`src/rtl/nca_pkg.sv`:
```
// ----------------------------------------------------------------------------
// nca_pkg
// Shared types and constants for the nearest-centre assignment block.
// ----------------------------------------------------------------------------
package nca_pkg;

    localparam int CFG_W   = 7;    // width of the num_centers / dimension registers
    localparam int CNT_W   = 7;    // coordinate counter, saturating
    localparam int IDX_W   = 6;    // centre index and coordinate index on the ports
    localparam int ACC_W   = 38;   // distance accumulator, unsigned Q38.0

    localparam logic [ACC_W-1:0] ACC_MAX = '1;
    localparam logic [CNT_W-1:0] CNT_MAX = '1;

    typedef enum logic [0:0] {
        CFG_NUM_CENTERS = 1'b0,
        CFG_DIMENSION   = 1'b1
    } cfg_reg_t;

    typedef enum logic {
        CMD_LOAD  = 1'b0,
        CMD_FRAME = 1'b1
    } cmd_t;

    // control part of an item travelling down the cell chain
    typedef struct packed {
        logic             valid;
        logic             frame;    // frame coordinate, else centre load
        logic             wr_ok;    // load address inside the table
        logic             sum_en;   // coordinate falls inside dimension
        logic             eof;
        logic             err;      // length mismatch, valid with eof
        logic [IDX_W-1:0] cidx;
    } tok_ctl_t;

endpackage

```
`src/rtl/nca_cell.sv`:
```
// ----------------------------------------------------------------------------
// nca_cell
// One centre of the chain: holds its coordinates and its running squared
// distance, and passes the item and the running best on to its neighbour.
// ----------------------------------------------------------------------------
module nca_cell #(
    parameter int MY_INDEX    = 0,
    parameter int MAX_CENTERS = 64,
    parameter int MAX_DIM     = 64,
    parameter int COORD_BITS  = 16
) (
    input  logic                                              clk,
    input  logic                                              rst_n,
    input  logic                                              adv,
    input  logic [nca_pkg::CFG_W-1:0]                         num_centers,
    input  nca_pkg::tok_ctl_t                                 in_ctl,
    input  logic [$clog2(MAX_DIM > 1 ? MAX_DIM : 2)-1:0]      in_addr,
    input  logic signed [COORD_BITS-1:0]                      in_value,
    input  logic [$clog2(MAX_CENTERS > 1 ? MAX_CENTERS : 2)-1:0] in_best_idx,
    input  logic [nca_pkg::ACC_W-1:0]                         in_best_d,
    output nca_pkg::tok_ctl_t                                 out_ctl,
    output logic [$clog2(MAX_DIM > 1 ? MAX_DIM : 2)-1:0]      out_addr,
    output logic signed [COORD_BITS-1:0]                      out_value,
    output logic [$clog2(MAX_CENTERS > 1 ? MAX_CENTERS : 2)-1:0] out_best_idx,
    output logic [nca_pkg::ACC_W-1:0]                         out_best_d
);
    import nca_pkg::*;

    localparam int AW = $clog2(MAX_DIM > 1 ? MAX_DIM : 2);
    localparam int IW = $clog2(MAX_CENTERS > 1 ? MAX_CENTERS : 2);
    localparam int DW = COORD_BITS + 1;
    localparam int CW = (DW > 32) ? 32 : DW;
    localparam int PW = 2 * CW;
    localparam int SW = ((PW > ACC_W) ? PW : ACC_W) + 1;

    logic [COORD_BITS-1:0] mem [MAX_DIM];

    // stage 1: table read
    tok_ctl_t                    ctl1_reg;
    logic [AW-1:0]               addr1_reg;
    logic signed [COORD_BITS-1:0] val1_reg;
    logic signed [COORD_BITS-1:0] rd_reg;
    logic [IW-1:0]               bidx1_reg;
    logic [ACC_W-1:0]            bd1_reg;
    // stage 2: square
    tok_ctl_t                    ctl2_reg;
    logic [AW-1:0]               addr2_reg;
    logic signed [COORD_BITS-1:0] val2_reg;
    logic [PW-1:0]               prod_reg;
    logic [IW-1:0]               bidx2_reg;
    logic [ACC_W-1:0]            bd2_reg;
    // stage 3: accumulate and compare
    tok_ctl_t                    ctl3_reg;
    logic [AW-1:0]               addr3_reg;
    logic signed [COORD_BITS-1:0] val3_reg;
    logic [IW-1:0]               bidx3_reg;
    logic [ACC_W-1:0]            bd3_reg;

    logic [ACC_W-1:0]            acc_reg;
    logic [ACC_W-1:0]            acc_next;

    logic                        wr_en;
    logic signed [DW-1:0]        diff;
    logic [DW-1:0]               mag;
    logic [32:0]                 mag_ext;
    logic [CW-1:0]               cmag;
    logic [PW-1:0]               prod_next;
    logic [SW-1:0]               sum;
    logic                        active;
    logic                        upd;
    logic                        take;

    assign wr_en = adv && in_ctl.valid && !in_ctl.frame && in_ctl.wr_ok
                   && (int'(in_ctl.cidx) == MY_INDEX);

    always_ff @(posedge clk)
    begin
        if (wr_en)
        begin
            mem[in_addr] <= in_value;
        end
        if (adv)
        begin
            rd_reg <= $signed(mem[in_addr]);
        end
    end

    // difference magnitude, clamped to 32 bits, then squared
    always_comb
    begin
        diff = DW'(val1_reg) - DW'(rd_reg);
        mag  = diff[DW-1] ? unsigned'(~diff + 1'b1) : unsigned'(diff);
        mag_ext = 33'(mag);
        cmag = (mag_ext > 33'h0_FFFF_FFFF) ? '1 : CW'(mag_ext);
        prod_next = PW'(cmag) * PW'(cmag);
    end

    assign active = (MY_INDEX == 0) || (MY_INDEX < int'(num_centers));
    assign upd    = ctl2_reg.valid && ctl2_reg.frame && ctl2_reg.sum_en && active;

    always_comb
    begin
        sum      = SW'(acc_reg) + SW'(prod_reg);
        acc_next = acc_reg;
        if (upd)
        begin
            acc_next = (sum > SW'(ACC_MAX)) ? ACC_MAX : ACC_W'(sum);
        end
        // strict less-than keeps the lower index on ties
        take = ctl2_reg.valid && ctl2_reg.frame && ctl2_reg.eof && active
               && ((MY_INDEX == 0) || (acc_next < bd2_reg));
    end

    always_ff @(posedge clk or negedge rst_n)
    begin
        if (!rst_n)
        begin
            ctl1_reg <= '0;
            ctl2_reg <= '0;
            ctl3_reg <= '0;
            acc_reg  <= '0;
        end
        else if (adv)
        begin
            ctl1_reg <= in_ctl;
            ctl2_reg <= ctl1_reg;
            ctl3_reg <= ctl2_reg;
            if (ctl2_reg.valid && ctl2_reg.frame)
            begin
                acc_reg <= ctl2_reg.eof ? '0 : acc_next;
            end
        end
    end

    always_ff @(posedge clk)
    begin
        if (adv)
        begin
            addr1_reg <= in_addr;
            val1_reg  <= in_value;
            bidx1_reg <= in_best_idx;
            bd1_reg   <= in_best_d;
            addr2_reg <= addr1_reg;
            val2_reg  <= val1_reg;
            prod_reg  <= prod_next;
            bidx2_reg <= bidx1_reg;
            bd2_reg   <= bd1_reg;
            addr3_reg <= addr2_reg;
            val3_reg  <= val2_reg;
            bidx3_reg <= take ? IW'(MY_INDEX) : bidx2_reg;
            bd3_reg   <= take ? acc_next : bd2_reg;
        end
    end

    assign out_ctl      = ctl3_reg;
    assign out_addr     = addr3_reg;
    assign out_value    = val3_reg;
    assign out_best_idx = bidx3_reg;
    assign out_best_d   = bd3_reg;

endmodule

```
`config.mk`:
```
export PLATFORM = sky130hd
export DESIGN_NAME = nca_cell
export DESIGN_NICKNAME = d
export VERILOG_FILES = /design/src/rtl/nca_pkg.sv /design/src/rtl/nca_cell.sv
export SDC_FILE = /design/constraint.sdc
export NUM_CORES = 2
export LEC_CHECK = 0
export BUFFER_PORTS_ARGS = -buffer_cell sky130_fd_sc_hd__buf_2
export CAP_MARGIN = 20
export CORE_ASPECT_RATIO = 1.2
export CORE_MARGIN = 2
export CORE_UTILIZATION = 45
export DETAILED_ROUTE_END_ITERATION = 6
export MAX_ROUTING_LAYER = met4
export PLACE_DENSITY = 0.65
export SETUP_SLACK_MARGIN = 0.1
export SLEW_MARGIN = 20
export SYNTH_ARGS = -nofsm -noshare
export SYNTH_HDL_FRONTEND = slang
export SYNTH_SLANG_ARGS = --single-unit
```
`constraint.sdc`:
```
create_clock -name clk -period 10.44 [get_ports clk]
set_clock_uncertainty 0.05 [all_clocks]
set_input_delay 1.044 -clock clk [delete_from_list [all_inputs] [get_ports clk]]
set_output_delay 1.044 -clock clk [all_outputs]
set_load 0.02 [all_outputs]
```
==> out/results.ini <==
[floorplanning]
rows = 145
fp.dieW_um = 335
dieArea_sq_mm = 0.135
die-height_um = 402
ioPinCount = 166
core_sq_mm = 0.130
initial_core_util = 0.455

[setup_path]
arrival_ns = 10.23
cp_max_fo = 10
critical_path_class = flip-flop to flip-flop
worstSetupStartpointType = flip-flop
cp_slowest_cell = fa_1
rr_worst_depth = 34
cpMostUsedCell = fa_1
cpPeakStageDelay_ns = 0.53
reg2reg_from = val1_reg[0]$_DFFE_PP_
r2r_slack_ns = 0.66
cp.required_ns = 10.89
cp-end-kind = flip-flop
r2r_end = prod_reg[33]$_DFFE_PP_

[clock_network]
hold_buffers = 0
post_cts_buffers = 0
tritoncts = built
cts.path.max_buffers = 3
worstSkewPairLatency_ns = 0.78
numCtsBuffers = 136
root_buffer = clkbuf_16
htreeDepth = 4
clk_pin_slew_ns = 0.06
clock_sinks = 1345

[drt]
num_vias = 35500
drcViolationCount = 0
wl_per_cell_um = 25.5
vias_per_cell = 5.91
firstDrtPassIters = 6
dr.first_iter.drc_count = 3498
routed_wirelength_um = 153000
detail-route-antenna-nets = 0

[worst_hold_path]
hold_class = input pin to async pin

[sta]
finalCriticalPeriod_ns = 9.78
slew_headroom = 0.207
tightest_slew_ns = 1.18
setup_tns_ns = 0
report.final.setup_viol = 0
slew_viol_final = 0
fmax_mhz = 102
fin_crit_sh = 0.937
rsz0062_at_grt = no
finalHoldViolCount = 0

[global_routing]
grt_max_degree = 110
grt_remaining_overflow = 0
grt_antenna_before_repair = 1
track_usage = 0.234
grt_pass1_vias = 35400
grt_pass1_wl_um = 227000

[synth]
synth-main-ff-cell = edfxtp_1
syn_inst = 3969
synth_common_cells = 1,271 x edfxtp_1, 299 x a22oi_1, 290 x inv_1
ys_async_sr_fraction = 0.0550
synthTopCellsByArea = edfxtp_1 64%, fa_1 6.5%, a22oi_1 3.8%, ha_1 3.3%, dfrtp_1 3.1%
yosysWarnings = 0
syn_area_sq_mm = 0.0593
ys_ff_latch = 1345
ys_types = 94
syn-mean-instance-area_sq_um = 14.9
ys_seq_area_frac = 0.675
yosysMostFrequentCell = edfxtp_1
synth_enable_flop_cells = 1271
synth_top_area_frac = 0.644
yosys.area.top_type = edfxtp_1

[finish]
top_register = mem
final_net_count = 4649
largest_register_ffs = 1024
fin_cells = 6009
drive_gt1_frac = 0.136
area_growth_pct = 13.2

[place]
dp_hpwl_um = 92800
portBuffers = 158
gp_congestion = 0.900
dp.cells = 5764

[flow_run]
drv_cap = 0

[run_status]
run_status = finished clean

## critical path: cells and delay by family, from the launching register on
| kind | cells | cell delay, ns |
|---|---|---|
| AO/OA/AOI/OAI | 11 | 2.75 |
| XOR/XNOR | 3 | 0.75 |
| adder cells (fa/ha/maj) | 9 | 3.98 |
| buffers and inverters | 6 | 0.50 |
| flip-flops | 1 | 0.40 |
| AND/OR/NAND/NOR | 5 | 1.07 |
## how the worst max path moves through the flow
stage                                from                      to  slack [ns]  depth (start not counted)
floorplan           val1_reg[0]$_DFFE_PP_  prod_reg[33]$_DFFE_PP_        1.55                         36
finish              val1_reg[0]$_DFFE_PP_  prod_reg[33]$_DFFE_PP_        0.66                         34
CTS                 val1_reg[0]$_DFFE_PP_  prod_reg[33]$_DFFE_PP_        0.31                         35
detailed placement  val1_reg[0]$_DFFE_PP_  prod_reg[33]$_DFFE_PP_        0.38                         35
global placement    val1_reg[0]$_DFFE_PP_  prod_reg[33]$_DFFE_PP_        0.50                         35
global route        val1_reg[0]$_DFFE_PP_  prod_reg[33]$_DFFE_PP_        0.10                         34
## per-stage QoR
| step | instance area, sq um | setup slack (ns) | utilization | hold slack (ns) |
|---|---|---|---|---|
| finish | 67100 | 0.656 | 0.514 | 0.170 |
| global route | 67100 | 0.105 | 0.514 | 0.175 |
| CTS | 67000 | 0.313 | 0.514 | 0.347 |
| detailed placement | 62600 | 0.380 | 0.480 | 0.355 |
| global placement | 62600 | 0.495 | 0.480 | 0.351 |
| floorplan | 59300 | 1.55 | - | 0.350 |
## final cells by class
class / count / area (sq um)
Fill cell: 10700 / 63300
Clock inverter: 67 / 764
Tap cell: 1690 / 2110
Inverter: 303 / 1140
Multi-Input combinational cell: 2132 / 17500
Sequential cell: 1345 / 40000
Timing Repair Buffer: 295 / 1910
Antenna cell: 2 / 5.00
Clock buffer: 175 / 3660
## repair_timing
item	CTS	global route
endpoints found under the setup margin	0	5
endpoints found under the hold margin	0	0
gates resized for setup	0	5
## metal layers
| metal | global-route usage | part of all wire | up-vias |
|---|---|---|---|
| met5 | - | 0 | - |
| met2 | 0.396 | 0.51 | 1418 |
| li1 | - | - | 15700 |
| met3 | 0.0311 | 0.067 | 228 |
| met4 | 0.0799 | 0.031 | 0 |
| met1 | 0.291 | 0.39 | 18200 |
## cells in the final DEF, fill, tap and decap left out, types with 114 or more instances in the layout
cell type and n:
inv_1 290, edfxtp_1 1271, nand2_1 210, buf_2 156
a31oi_1 124, a22oi_1 299, a221oi_1 115, a22o_1 114
fa_1 192, nor2_1 198, ha_1 156, buf_4 132
clkbuf_16 139, a21oi_1 126
## cell families (layout without fill, tap and decap cells)
kind of cell    after synthesis  count (layout)  share of synthesized area
compound gates             1027            1027                      0.124
xor+xnor                     91              91                     0.0145
fa+ha+maj                   348             348                     0.0977
buf+inv                     502             840                     0.0326
flops                      1345            1345                      0.675
mux                          39              39                    0.00732
other cells                   2              14                   0.000127
simple gates                615             615                     0.0488
Power is left out: the tool's default activity adds up to more than one toggle a clock period on the data nets, which glitch-free logic cannot reach.
