$ cat config.mk
export PLATFORM = sky130hd
export DESIGN_NAME = nca_outreg
export DESIGN_NICKNAME = d
export VERILOG_FILES = /design/src/rtl/nca_pkg.sv /design/src/rtl/nca_outreg.sv
export SDC_FILE = /design/constraint.sdc
export NUM_CORES = 1
export LEC_CHECK = 0
export ABC_AREA = 1
export BUFFER_PORTS_ARGS = -buffer_cell sky130_fd_sc_hd__buf_2
export CORE_AREA = 4 4 72 58
export DETAILED_ROUTE_END_ITERATION = 16
export DIE_AREA = 0 0 76 62
export PLACE_DENSITY_LB_ADDON = 0.3
export SYNTH_ARGS = -nofsm -noshare
export SYNTH_HDL_FRONTEND = slang
export SYNTH_SLANG_ARGS = --single-unit
$ cat constraint.sdc
create_clock -name clk -period 4.75 [get_ports clk]
set_clock_uncertainty 0.15 [all_clocks]
set_input_delay 0.475 -clock clk [delete_from_list [all_inputs] [get_ports clk]]
set_output_delay 0.475 -clock clk [all_outputs]
set_load 0.1 [all_outputs]
$ cat src/rtl/nca_pkg.sv
// ----------------------------------------------------------------------------
// nca_pkg
// Shared types and constants for the nearest-centre assignment block.
// ----------------------------------------------------------------------------
package nca_pkg;

    localparam int CFG_W   = 7;    // width of the num_centers / dimension registers
    localparam int CNT_W   = 7;    // coordinate counter, saturating
    localparam int IDX_W   = 6;    // centre index and coordinate index on the ports
    localparam int ACC_W   = 38;   // distance accumulator, unsigned Q38.0

    localparam logic [ACC_W-1:0] ACC_MAX = '1;
    localparam logic [CNT_W-1:0] CNT_MAX = '1;

    typedef enum logic [0:0] {
        CFG_NUM_CENTERS = 1'b0,
        CFG_DIMENSION   = 1'b1
    } cfg_reg_t;

    typedef enum logic {
        CMD_LOAD  = 1'b0,
        CMD_FRAME = 1'b1
    } cmd_t;

    // control part of an item travelling down the cell chain
    typedef struct packed {
        logic             valid;
        logic             frame;    // frame coordinate, else centre load
        logic             wr_ok;    // load address inside the table
        logic             sum_en;   // coordinate falls inside dimension
        logic             eof;
        logic             err;      // length mismatch, valid with eof
        logic [IDX_W-1:0] cidx;
    } tok_ctl_t;

endpackage

$ cat src/rtl/nca_outreg.sv
// ----------------------------------------------------------------------------
// nca_outreg
// Result register at the end of the chain; derives the chain advance from
// the result stall.
// ----------------------------------------------------------------------------
module nca_outreg #(
    parameter int MAX_CENTERS = 64
) (
    input  logic                                                 clk,
    input  logic                                                 rst_n,
    input  nca_pkg::tok_ctl_t                                    in_ctl,
    input  logic [$clog2(MAX_CENTERS > 1 ? MAX_CENTERS : 2)-1:0] in_best_idx,
    input  logic [nca_pkg::ACC_W-1:0]                            in_best_d,
    input  logic                                                 result_stall,
    output logic                                                 adv,
    output logic                                                 result_valid,
    output logic [nca_pkg::IDX_W-1:0]                            nearest_center,
    output logic [nca_pkg::ACC_W-1:0]                            min_sq_distance,
    output logic                                                 length_error
);
    import nca_pkg::*;

    logic             valid_reg;
    logic [IDX_W-1:0] idx_reg;
    logic [ACC_W-1:0] dist_reg;
    logic             err_reg;
    logic             load;

    assign adv  = !valid_reg || !result_stall;
    assign load = in_ctl.valid && in_ctl.frame && in_ctl.eof;

    always_ff @(posedge clk or negedge rst_n)
    begin
        if (!rst_n)
        begin
            valid_reg <= 1'b0;
        end
        else if (adv)
        begin
            valid_reg <= load;
        end
    end

    always_ff @(posedge clk)
    begin
        if (adv && load)
        begin
            idx_reg  <= IDX_W'(in_best_idx);
            dist_reg <= in_best_d;
            err_reg  <= in_ctl.err;
        end
    end

    assign result_valid    = valid_reg;
    assign nearest_center  = idx_reg;
    assign min_sq_distance = dist_reg;
    assign length_error    = err_reg;

endmodule

==> out/results.ini, run 1 <==
[cells_and_area]
nNetsFinal = 215
num_antenna_cells = 0
finalNonFillerCells = 198
drive_above_1_share_pct = 67.9
area_delta_synth_final_pct = 46.8
final_util_pct = 58.9
final_area_mm2 = 0.00206

[synthesis]
synth.cell_area_mm2 = 0.00140
synth_cells = 51
synthDominantCellAreaShare_pct = 96.4
ys_async_sr_fraction_pct = 2.17
ys_ff_latch = 46
synth-edff-count = 45
seq_area_frac_synth_pct = 98.2
netlist_top_cells_area = edfxtp_1, dfrtp_1, nand2_2, nor2_2, nand3_1
yosysTopAreaCell = edfxtp_1
synth_cell_types = 7
syn_area_per_cell_um2 = 27.5
ys.flop_type = edfxtp_1
yosys_warnings = 0
synth_nets = 110
synth_most_common_cell = edfxtp_1

[routing]
firstDrtPassIters = 2
drt_iter0_drc = 30
postRouteAntennaNets = 0
post-route-drc-count = 0
vias = 883
wl_um = 2770
via_per_inst = 4.46
wire_per_inst_um = 14.0

[clock_network]
cts_tree = done
clk-insertion-delay-late_ns = 0.28
ctsResizeCount = 0
root_buffer = clkbuf_8
cts_max_level = 2
clkSinkCount = 46
cts.clk_slew.worst_paths_ns = 0.08
cts_max_path_buffers = 2
numCtsBuffers = 5

[floorplanning]
rows = 19
pin_count = 106
dieHeight_um = 62
start_util_pct = 40.1
die_area_mm2 = 0.00471
core_mm2 = 0.00349
die_w_um = 76

[run]
cap_violations = 0

[sta]
holdWs_ns = 0.206
fin_ws_ns = 2.80
rsz0062_at_grt = no
fin_tns_setup_ns = 0
tightest_slew_ns = 1.15
post-route-period-util_pct = 41.0
drv_slew = 0
finalHoldViolCount = 0
finalSetupViolCount = 0
slew_headroom_pct = 23.2
fmaxAchievable_mhz = 513
period_needed_ns = 1.95

[global_routing]
grt.busiest_layer = met2
antenna_found_initial = 0
overflow = 0
grt_pass1_wl_um = 4180
met2_usage_pct = 21.2
grt_usage_pct = 11.9
grt_max_degree = 46
grt_pass1_vias = 903
met1_usage_pct = 11.8
grt_use_met3_pct = 6.34

[worst_setup_path]
cpMaxStageDelayCell = nor2_4
worstPathArrival_ns = 1.70
critPathCaptureType = flip-flop
path_cells = nand2_2 > inv_2 > nor2_4
cp-start-kind = flip-flop
crit_type = flip-flop to flip-flop
required_ns = 4.51
cp_max_fo = 45
slowest_delay_ns = 0.87

[outcome]
status = finished, final reports clean

[power]
peakVddDrop_v = 0.000257
powerDensity_mw_per_mm2 = 413
totalPowerFinal_mw = 0.850
p_leak_nw = 0.882

[place]
place_area_mm2 = 0.00194
gp_congestion = 0.686
post-place-cells = 190
numPortBuffers = 97
post-place-ws_ns = 2.58

[worst_hold_path]
hp-class = input port to flip-flop

[registers in the layout, indices dropped and copies added, names as in the netlist]
| register | count |
|---|---|
| length_error | 1 |
| min_sq_distance | 38 |
| nearest_center | 6 |
| result_valid | 1 |
[final cells by class]
| type | instances | area (um2) |
|---|---|---|
| Multi-Input combinational cell | 4 | 26.3 |
| Inverter | 1 | 3.75 |
| Sequential cell | 46 | 1380 |
| Tap cell | 42 | 52.6 |
| Clock buffer | 5 | 68.8 |
| Clock inverter | 2 | 33.8 |
| Timing Repair Buffer | 98 | 495 |
| Fill cell | 273 | 1440 |
[layer usage]
layer  share of wire [%]  vias up
met3                  13        6
met5                   0        -
met4                 1.4        0
li1                    -      407
met1                  34      400
met2                  51       70
[worst paths after layout]
path                               from                   to  slack (ns)  depth (start not counted)
max                        result_valid  min_sq_distance[18]        2.80                          3
min                        in_best_d[0]   min_sq_distance[0]        0.21                          1
max reg2reg                result_valid  min_sq_distance[18]        2.80                          3
min reg2reg                result_valid         result_valid        0.39                          2
max in group asynchronous         rst_n         result_valid        4.03                          2
min in group asynchronous         rst_n         result_valid        0.33                          2
[critical path: cells and delay by family, from the launching register on]
family,cells,cell delay [ns]
buffers and inverters,1,0.05
DFF,1,0.39
and+or+nand+nor,2,0.97
[report_power, final]
group	leakage, nW	total (mW)	switching, mW	internal [mW]
clock network	0.0517	0.266	0.114	0.152
registers	0.425	0.462	0.00264	0.460
logic	0.405	0.121	0.0986	0.0226
total	0.882	0.850	0.215	0.634
[repair_timing]
action / 4_1_cts / 5_1_grt
hold buffers: 1 / 0
buffers inserted: 0 / 0
hold endpoints to repair: 1 / 0
[cell usage in the layout (no fill, tap or decap), drive strengths merged]
cell type	instances
clkinv	1
dlygate4sd3	1
nor2	1
clkbuf	5
nand2	2
inv	1
buf	97
nand3	1
edfxtp	45
bufinv	1
dfrtp	1
[kinds of logic after synthesis]
kind of cell,count (synthesis),share of synthesized area (%)
flops,46,98.2
simple gates,4,1.52
buf+inv,1,0.268
Power figures use the tool's default switching activity.
==> inputs of run 2 (changes only) <==
--- a/config.mk
+++ b/config.mk
@@ -5,11 +5,11 @@
 export SDC_FILE = /design/constraint.sdc
 export NUM_CORES = 1
 export LEC_CHECK = 0
-export ABC_AREA = 1
+export ABC_AREA = 0
 export BUFFER_PORTS_ARGS = -buffer_cell sky130_fd_sc_hd__buf_2
-export CORE_AREA = 4 4 72 58
+export CORE_AREA = 4 4 75 59
 export DETAILED_ROUTE_END_ITERATION = 16
-export DIE_AREA = 0 0 76 62
+export DIE_AREA = 0 0 79 63
 export PLACE_DENSITY_LB_ADDON = 0.3
 export SYNTH_ARGS = -nofsm -noshare
 export SYNTH_HDL_FRONTEND = slang
==> constraint.sdc (replaced) <==
create_clock -name clk -period 1.9 [get_ports clk]
set_clock_uncertainty 0.15 [all_clocks]
set_input_delay 0.19 -clock clk [delete_from_list [all_inputs] [get_ports clk]]
set_output_delay 0.19 -clock clk [all_outputs]
set_load 0.1 [all_outputs]
==> out/results.ini, run 2 <==
[global_routing]
overflow = 0  ; unchanged
met1_usage_pct = 15.1  ; +3.3 points
grt.busiest_layer = met2
grt_max_degree = 46  ; unchanged
grt_pass1_wl_um = 5620  ; +34%
met2_usage_pct = 27.7  ; +6.5 points
antenna_found_initial = 0  ; unchanged
grt_pass1_vias = 1189  ; +32%
grt_use_met3_pct = 6.92  ; +0.58 points
grt_usage_pct = 15.3  ; +3.4 points

[floorplanning]
pin_count = 106  ; unchanged
rows = 19  ; unchanged
dieHeight_um = 63  ; +1.6%
die_area_mm2 = 0.00498  ; +5.6%
die_w_um = 79  ; +3.9%
core_mm2 = 0.00366  ; +4.8%
start_util_pct = 38.3  ; -1.8 points

[clock_network]
cts.clk_slew.worst_paths_ns = 0.07  ; about the same
cts_max_path_buffers = 2  ; unchanged
cts_max_level = 2  ; unchanged
cts_tree = done
clkSinkCount = 46  ; unchanged
root_buffer = clkbuf_8
numCtsBuffers = 5  ; unchanged
clk-insertion-delay-late_ns = 0.28  ; about the same
post_cts_buffers = 0  ; unchanged

[cells_and_area]
area_delta_synth_final_pct = 79.5
largest_reg_flops = 38  ; unchanged
final_common_cell = buf_2
drive_above_1_share_pct = 53.0  ; -15 points
final_area_mm2 = 0.00252  ; +22%
nNetsFinal = 260  ; +21%
num_antenna_cells = 0  ; unchanged
final_cell_mix = buf_2, dlygate4sd3_1, edfxtp_1

[sta]
rsz0062_at_grt = no
post-route-period-util_pct = 86.6
period_needed_ns = 1.65
tightest_slew_ns = 0.503  ; -0.647 ns
finalHoldViolCount = 0  ; unchanged
fmaxAchievable_mhz = 608
fin_ws_ns = 0.255  ; -2.55 ns
finalSetupViolCount = 0  ; unchanged
slew_headroom_pct = 66.7  ; +44 points
drv_slew = 0  ; unchanged

[power]
p_switching_mw = 0.548  ; +150%
combPwrFrac_pct = 18.6  ; +4.3 points
peakVddDrop_v = 0.000571  ; +120%
p_int_mw = 1.51  ; +140%
seqPwrFrac_pct = 56.3  ; +1.9 points
p_leak_nw = 1.06  ; +20%
power.share.switching_pct = 26.6  ; +1.3 points
pwr-share-clk_pct = 25.1  ; -6.2 points
powerDensity_mw_per_mm2 = 818  ; +98%

[routing]
postRouteAntennaNets = 0  ; unchanged
wire_per_inst_um = 14.5  ; +3.6%
post-route-drc-count = 0  ; unchanged
firstDrtPassIters = 2  ; unchanged
wl_um = 3660  ; +32%
via_per_inst = 4.20  ; -5.8%
drt_iter0_drc = 60  ; +100%
vias = 1059  ; +20%

[worst_setup_path]
path_cells = nand2_1 > buf_2
crit_type = flip-flop to output pin
cp-start-kind = flip-flop
cp_max_fo = 3  ; -93%
path_delay_family = flip-flops
slowest_delay_ns = 0.50  ; -0.37 ns
worstPathArrival_ns = 1.31  ; -0.39 ns
rrSetupSlack_ns = 0.51  ; -2.29 ns
cpMaxStageDelayCell = dfrtp_4
path_buf_inv = 1  ; unchanged
r2r_end = min_sq_distance[32]
required_ns = 1.56  ; -2.95 ns
critPathCaptureType = output pin
reg2reg_depth = 2  ; -1
regToRegStartpoint = result_valid

[synthesis]
ys_ff_latch = 46  ; unchanged
netlist_top_cells_area = edfxtp_1, dfrtp_1, nand3_2, a21oi_2, nand2_1
ys.flop_type = edfxtp_1
synth_cell_types = 5  ; -2
synth_most_common_cell = edfxtp_1
ys_async_sr_fraction_pct = 2.17  ; unchanged
synth_common_cells = edfxtp_1, nand2_1, a21oi_2, dfrtp_1, nand3_2
synth-edff-count = 45  ; unchanged
yosys_warnings = 0  ; unchanged
synth_nets = 109  ; -0.91%
synthDominantCellAreaShare_pct = 96.3  ; about the same
yosysTopAreaCell = edfxtp_1
syn_area_per_cell_um2 = 28.1  ; +2.1%
seq_area_frac_synth_pct = 98.1  ; about the same
synth.cell_area_mm2 = 0.00140  ; about the same
synth_cells = 50  ; -2.0%

[outcome]
status = finished, final reports clean

[worst_hold_path]
hp-start = result_stall
hp-class = input port to flip-flop
min_to = result_valid
hold_path_depth = 3  ; +2

[place]
post-place-ws_ns = 0.522  ; -2.05 ns
gp_congestion = 0.741  ; +8.0%
place_area_mm2 = 0.00198  ; +2.1%
numPortBuffers = 97  ; unchanged

[run]
cap_violations = 0  ; unchanged

[run 2: cell types whose count changed in the layout (fill, tap and decap cells not counted)]
cell,change
nand2_2,-1
dlygate4sd3_1,+45
nand3_2,+1
inv_2,-1
nand3_1,-1
buf_12,+1
dfrtp_1,-1
a21oi_4,+1
nand2_1,+1
dfrtp_4,+1
nor2_4,-1
bufinv_16,-1
[run 2: final cells by class]
| type | count | area, um2 |
|---|---|---|
| Clock buffer | 5 | 68.8 |
| Clock inverter | 1 | 3.75 |
| Fill cell | 250 | 1140 |
| Multi-Input combinational cell | 4 | 33.8 |
| Sequential cell | 46 | 1380 |
| Tap cell | 52 | 65.1 |
| Timing Repair Buffer | 144 | 966 |
[run 2: worst max path at each step]
stage                 start  slack (ns)  depth (start not counted)                   to
2_1_floorplan  result_valid       -0.12                          1         length_error
3_3_place_gp   result_valid        0.56                          2  min_sq_distance[30]
3_5_place_dp   result_valid        0.52                          2  min_sq_distance[36]
4_1_cts        result_valid        0.26                          2                  adv
5_1_grt        result_valid        0.21                          2                  adv
6_report       result_valid        0.25                          2                  adv
[run 2: timing repair]
item	CTS	global route
hold buffers	46	0
hold endpoints to repair	46	0
resized for setup	0	0
[run 2: kinds of logic (layout without fill, tap and decap cells)]
logic type	Yosys count	count (layout)	synth area share, %
AOI/OAI and AO/OA	1	1	0.625
and+or+nand+nor	3	3	1.25
DFF	46	46	98.1
buffers and inverters	0	150	0
[run 2: worst min-delay path: stages]
cell     delay, ns
buf_2         0.11
nand2_1       0.07
nand2_1       0.06
[run 2: stage by stage]
step                power, mW  setup TNS [ns]  utilization [%]  std cells  hold slack, ns
finish                   2.06               0             68.8        252          0.0330
detailed placement       1.49               0             54.2        200          -0.184
CTS                      2.07               0             68.8        252          0.0200
global placement         1.48               0             54.2        200          -0.186
global route             2.14               0             68.8        252          0.0363
floorplan                1.41           -5.35                -         50          -0.256
[run 2: power groups by stage]
stage / clock [mW] / combinational [mW] / sequential (mW)
floorplan: 0 / 0.0219 / 1.38
global placement: 0 / 0.304 / 1.18
detailed placement: 0 / 0.308 / 1.18
CTS: 0.530 / 0.381 / 1.16
global route: 0.585 / 0.400 / 1.16
finish: 0.517 / 0.384 / 1.16
[run 2: metal layers]
| metal | vias up | wire, um |
|---|---|---|
| met5 | - | 0 |
| met4 | 0 | 34 |
| met3 | 5 | 439 |
| met2 | 67 | 1900 |
| met1 | 491 | 1290 |
| li1 | 496 | - |
